[config.mk]
export PLATFORM = sky130hd
export DESIGN_NAME = tfi_axis
export DESIGN_NICKNAME = d
export VERILOG_FILES = /design/src/design/tfi_pkg.sv /design/src/design/tfi_axis.sv
export SDC_FILE = /design/constraint.sdc
export NUM_CORES = 2
export LEC_CHECK = 0
export BUFFER_PORTS_ARGS = -buffer_cell sky130_fd_sc_hd__buf_2
export CORE_ASPECT_RATIO = 1.25
export CORE_MARGIN = 3
export CORE_UTILIZATION = 65
export CTS_BUF_LIST = sky130_fd_sc_hd__clkbuf_16
export DETAILED_ROUTE_END_ITERATION = 8
export PLACE_DENSITY = 0.83
export REMOVE_ABC_BUFFERS = 1
export SLEW_MARGIN = 20
export SYNTH_ARGS = -nofsm -noshare
export SYNTH_HDL_FRONTEND = slang
export SYNTH_SLANG_ARGS = --single-unit
[constraint.sdc]
create_clock -name clock -period 10.7 [get_ports clock]
set_input_delay 2.14 -clock clock [delete_from_list [all_inputs] [get_ports clock]]
set_output_delay 2.14 -clock clock [all_outputs]
set_load 0.02 [all_outputs]
[src/design/tfi_pkg.sv]
`timescale 1ns / 1ps
package tfi_pkg;

   localparam int ADDR_W   = 12;
   localparam int DEPTH    = 4096;
   localparam int CORNERS  = 8;
   localparam int COMPS    = 3;
   localparam int WORD_W   = 32 * COMPS;
   localparam int CSR_IDX_W = 3;

   localparam logic [CSR_IDX_W-1:0] CSR_ORIGIN_X = 3'd0;
   localparam logic [CSR_IDX_W-1:0] CSR_ORIGIN_Y = 3'd1;
   localparam logic [CSR_IDX_W-1:0] CSR_ORIGIN_Z = 3'd2;
   localparam logic [CSR_IDX_W-1:0] CSR_SCALE_X  = 3'd3;
   localparam logic [CSR_IDX_W-1:0] CSR_SCALE_Y  = 3'd4;
   localparam logic [CSR_IDX_W-1:0] CSR_SCALE_Z  = 3'd5;

   localparam logic ACT_LOAD  = 1'b0;
   localparam logic ACT_QUERY = 1'b1;

   typedef struct packed {
      logic               action;
      logic [11:0]        load_index;
      logic signed [31:0] load_comp_x;
      logic signed [31:0] load_comp_y;
      logic signed [31:0] load_comp_z;
      logic signed [31:0] pos_x;
      logic signed [31:0] pos_y;
      logic signed [31:0] pos_z;
   } req_type;

   typedef struct packed {
      logic signed [31:0] field_out_x;
      logic signed [31:0] field_out_y;
      logic signed [31:0] field_out_z;
      logic               inside_res;
   } rsp_type;

   // a + (b - a) * f / 65536, floored; result stays between a and b
   function automatic logic signed [31:0] lerp16(input logic signed [31:0] a,
                                                 input logic signed [31:0] b,
                                                 input logic [15:0] f);
      logic signed [32:0] diff;
      logic signed [49:0] prod;
      logic signed [49:0] acc;
      diff = 33'(b) - 33'(a);
      prod = 50'(diff) * 50'($signed({1'b0, f}));
      acc  = {{2{a[31]}}, a, 16'h0000} + prod;
      return acc[47:16];
   endfunction

endpackage

[src/design/tfi_axis.sv]
`timescale 1ns / 1ps
module tfi_axis #(
   parameter int N_POINTS = 16
) (
   input  logic               clock,
   input  logic               en,
   input  logic signed [31:0] pos,
   input  logic signed [31:0] origin,
   input  logic signed [31:0] scale,
   output logic [11:0]        cell_ff,
   output logic [15:0]        frac_ff,
   output logic               inside_ff
);
   import tfi_pkg::*;

   logic signed [32:0] d_ff, d_in;
   logic signed [64:0] g_ff, g_in;
   logic               inside_in;

   assign d_in = 33'(pos) - 33'(origin);
   assign g_in = 65'(d_ff) * 65'(scale);
   // negative grid coordinate is outside, even within one cell of zero
   assign inside_in = !g_ff[64] && (g_ff[63:32] < 32'(N_POINTS - 1));

   always_ff @(posedge clock) begin
      if (en) begin
         d_ff      <= d_in;
         g_ff      <= g_in;
         cell_ff   <= g_ff[32 +: ADDR_W];
         frac_ff   <= g_ff[31:16];
         inside_ff <= inside_in;
      end
   end
endmodule

After elaboration in Yosys (flattened, before gate mapping)
Cells that the tools add are included.
W data, S select, Z words.
- bits in registers: 127
- bits in latches: 0
- bits in writable memories: 0
- bits in read-only memories: 0
- output and inout bits: 29
- logic and storage cells: 10
- memories: 0
- $add $sub $neg: 1
- $mul: 1
- divide/modulo/power cells: 0
- order comparisons: 1
- eq/ne operators: 0
- shifts and indexed selects: 0
- mux-type cells: 0
- bitwise gates (word level): 0
- reduce and logical (&&, ||, !) cells: 2
- operators with widths (kind ; number):
    $mul A33 B32 Y65 ; 1
    $sub A32 B32 Y33 ; 1
    $lt A32 B4 Y1 const B ; 1
    $logic_and A1 B1 Y1 ; 1
    $logic_not A1 Y1 ; 1

Depth between registers and ports, before layout
- depth in word-level cells: 2
- gate-level depth with buffers: 29

Worst setup path after synthesis
Ideal clock, no wire load.
- path type: in2reg
- start: in scale[3]
- end: reg g_ff[64] (data pin)
- arrival time: 9348 ps
- slack: 1080 ps
- stages on the path: 25
- buffers on the path: 2
- path through: clkbuf_1 -> nand2_1 -> fa_1 -> fa_1 -> inv_1 -> fa_1 -> fa_1 -> inv_1 -> fa_1 -> inv_1 -> fa_1 -> inv_1 -> fa_1 -> inv_1 -> fa_1 -> ha_1 -> clkbuf_1 -> a21oi_1 -> o21ai_0 -> o21a_1 -> o21ai_0 -> nand2_1 -> or3_1 -> mux2i_1 -> a2111oi_2
- word-level cells in the longest chain between the ends: 1
- RTL lines (element ; RTL line ; source):
    start: declaration ; tfi_axis.sv:9 ; input logic signed [31:0] scale,
    $mul A33 B32 Y65 ; tfi_axis.sv:21 ; assign g_in = 65'(d_ff) * 65'(scale);
    net g_in[64] ; tfi_axis.sv:17 ; logic signed [64:0] g_ff, g_in;
    end signal: assignment ; tfi_axis.sv:28 ; g_ff <= g_in;
    end: declaration ; tfi_axis.sv:17 ;
The timed path passes the listed nets, and every way through them passes these cells.
A chain may end at the register's enable or synchronous reset.

Worst setup path after layout
Ends and elaborated chain as after synthesis.

==> impl_metrics.csv <==
group,metric,value,unit
status,outcome,"finished clean",
floorplan,core_area,0.0633,mm2
floorplan,rows,103,
setup_path,critPathKind,"in -> reg",
finish,area_delta_synth_final,3.98,%
sta,setup_viol,0,
floorplan,boundaryPins,127,
place,dpl.cell_count,5093,
min_path,hp-class,"reg -> reg",
sta,max_slew_margin,26.1,%
synthesis,synth_edf_count,111,
synthesis,yosysSeqAreaShare,8.00,%
grt,antenna_found_initial,0,
place,dp_hpwl,86.6,mm
grt,grt_overflow_total,0,
synthesis,yosysWarnings,0,
sta,fin_crit,9.89,ns
setup_path,slowest_stage,"fa_1",
floorplan,floorplan.die_area,0.0672,mm2
setup_path,crit_path_frequent_cell,"fa_1",
grt,grt_pass1_vias,34000,
setup_path,cp-end-kind,"flip-flop",
detailed_routing,avgRoutedWirePerCell,20.8,um
detailed_routing,route.antenna.remaining_nets,0,
floorplan,start_util,65.8,%
finish,fillerInstances,4645,
job,max_cap_violations,0,
detailed_routing,drt_iter0_markers,1890,
cts,hold_buffers,0,
sta,fin_crit_sh,92.5,%
cts,post-cts-setup-buffer-count,0,
synthesis,yosysUniqueCellTypes,65,
grt,grt_pass1_wl,172,mm
floorplan,die_w,232,um
synthesis,synth_seq_cells,111,
setup_path,worstPathMaxFanout,24,
synthesis,synth_xor_area_share,1.70,%
detailed_routing,viasPerCell,5.82,
finish,fin_area,0.0433,mm2
sta,worstMarginPinSlew,1.10,ns
cts,numCtsBuffers,9,
synthesis,synthFlopType,"edfxtp_1",
cts,htreeDepth,3,
grt,grtUsageTotal,33.5,%
sta,slew_violations,0,
detailed_routing,postRouteWirelength,106,mm
cts,cts_tree,"done",
sta,setup_tns,0,ns
setup_path,arrival,9.99,ns
synthesis,synthMuxAreaShare,0.0240,%
synthesis,syn_area,0.0417,mm2
synthesis,synth_compound_area_share,3.99,%
synthesis,synth-adder-area-share,59.9,%
synthesis,synthSimpleGateAreaFrac,14.9,%
cts,cts_resized,0,
setup_path,start_kind,"input pin",
cts,path_clk_slew,0.08,ns
synthesis,synth_top_family_by_area,"adder cells",
place,io_buffer_count,126,
sta,hold_violations,0,
detailed_routing,dr.pass1.iters,6,
grt,grt_max_degree,61,
finish,stdcell_count,5111,
cts,root_buffer,"clkbuf_16",
setup_path,path_cells,"buf_2 > nand2_1 > fa_1 > fa_1 > inv_1 > fa_1 > fa_1 > inv_1 > fa_1 > inv_1 > fa_1 > fa_1 > fa_1 > ha_1 > a21o_1 > a21o_1 > a21oi_1 > nor2_1 > o21a_1 > o21ai_0 > nand2_1 > or3_1 > mux2i_1 > a2111oi_2",
detailed_routing,drc,0,
cts,clk_latency,0.38,ns
synthesis,avgSynthCellArea,9.74,um2
detailed_routing,via_count,29700,
setup_path,cp.required,10.79,ns
finish,nNetsFinal,5688,
cts,cts_sinks,111,
place,gp_congestion,0.922,
floorplan,die_y,289,um
sta,max_freq,0.101,GHz
place,placed_area,0.0430,mm2
synthesis,syn-instance-count,4279,
finish,layout-drive-gt1-share,5.27,%
sta,hold_slack,0.423,ns
synthesis,synthArstFlopShare,0,%
setup_path,max_stage_delay,0.90,ns
sta,rsz0062_at_grt,"false",
cts,clk_path_buf_depth,2,
sta,finClkSkew,0.0154,ns
## synth_stat cells, types with 12 or more instances
library cell | number | area share (%)
and3_1 | 12 | 0.18
a21o_1 | 56 | 1.0
nand2_1 | 570 | 5.1
xor2_1 | 24 | 0.50
edfxtp_1 | 111 | 8.0
ha_1 | 214 | 6.4
o21a_1 | 13 | 0.23
nor3_1 | 16 | 0.19
o21ai_0 | 34 | 0.41
clkbuf_1 | 208 | 1.9
nand2b_1 | 18 | 0.27
nand3_1 | 17 | 0.20
a21oi_1 | 64 | 0.77
nor2_1 | 72 | 0.65
and2_1 | 496 | 7.4
xnor2_1 | 57 | 1.2
nand4_1 | 13 | 0.20
fa_1 | 1112 | 53
nor2b_1 | 16 | 0.24
inv_1 | 1061 | 9.6
## sequential cells by signal, indices dropped and copies added, names as in the netlist
name	count
d_ff	33
frac_ff	16
inside_ff	1
cell_ff	12
g_ff	49
## per-stage QoR
stage	worst slack, ns	util (%)
after global placement	0.708	67.9
after global routing	0.396	68.4
after CTS	0.889	68.4
final	0.807	68.4
after detailed placement	0.607	67.9
after floorplan	1.45	-
## placed cells by master, fill, tap and decap left out, types with 24 or more instances in the layout
master,instances
inv_1,1061
buf_2,125
a21o_1,56
ha_1,214
a21oi_1,64
and2_1,496
nand2_1,570
xnor2_1,57
fa_1,1112
nor2_1,72
o21ai_0,34
xor2_1,24
edfxtp_1,111
buf_4,61
## layer usage
metal / global-route usage [%] / routed length (um) / vias to the layer above
li1: - / - / 12300
met1: 35.7 / 33000 / 15200
met2: 59.8 / 55600 / 1569
met3: 4.86 / 7470 / 622
met4: 25.9 / 10000 / 0
met5: 0 / 0 / -
## worst paths after layout
| path | from | endpoint | slack (ns) | cells after the start |
|---|---|---|---|---|
| min | g_ff[30]$_DFFE_PP_ | frac_ff[14]$_DFFE_PP_ | 0.42 | 0 |
| min reg2reg | g_ff[30]$_DFFE_PP_ | frac_ff[14]$_DFFE_PP_ | 0.42 | 0 |
| max reg2reg | d_ff[32]$_DFFE_PP_ | g_ff[64]$_DFFE_PP_ | 2.43 | 24 |
| max | scale[3] | g_ff[64]$_DFFE_PP_ | 0.81 | 24 |
## logic make-up after synthesis
family	after synthesis
compound gates	232
xor+xnor	81
fa+ha+maj	1326
buf+inv	1273
flops	111
mux	1
simple gates	1255
## area by class of cell
class / instances / area, um2 / area share, %
tap: 840 / 1050 / 2.43
clock buffer: 9 / 225 / 0.520
multi-input combinational: 2895 / 33500 / 77.4
timing repair buffer: 186 / 1080 / 2.50
clock inverter: 7 / 87.6 / 0.202
antenna: 2 / 5.00 / 0.0116
inverter: 1061 / 3980 / 9.19
sequential: 111 / 3330 / 7.70
## worst max-delay path, delay by kind of cell
family          cells  cell delay [ns]
compound gates      6             1.09
fa+ha+maj           9             4.76
buf+inv             4             1.07
mux                 1             0.23
simple gates        4             0.67
Power is not shown: default switching activity piles up to over one toggle a cycle in this logic, so the estimate is an artifact.
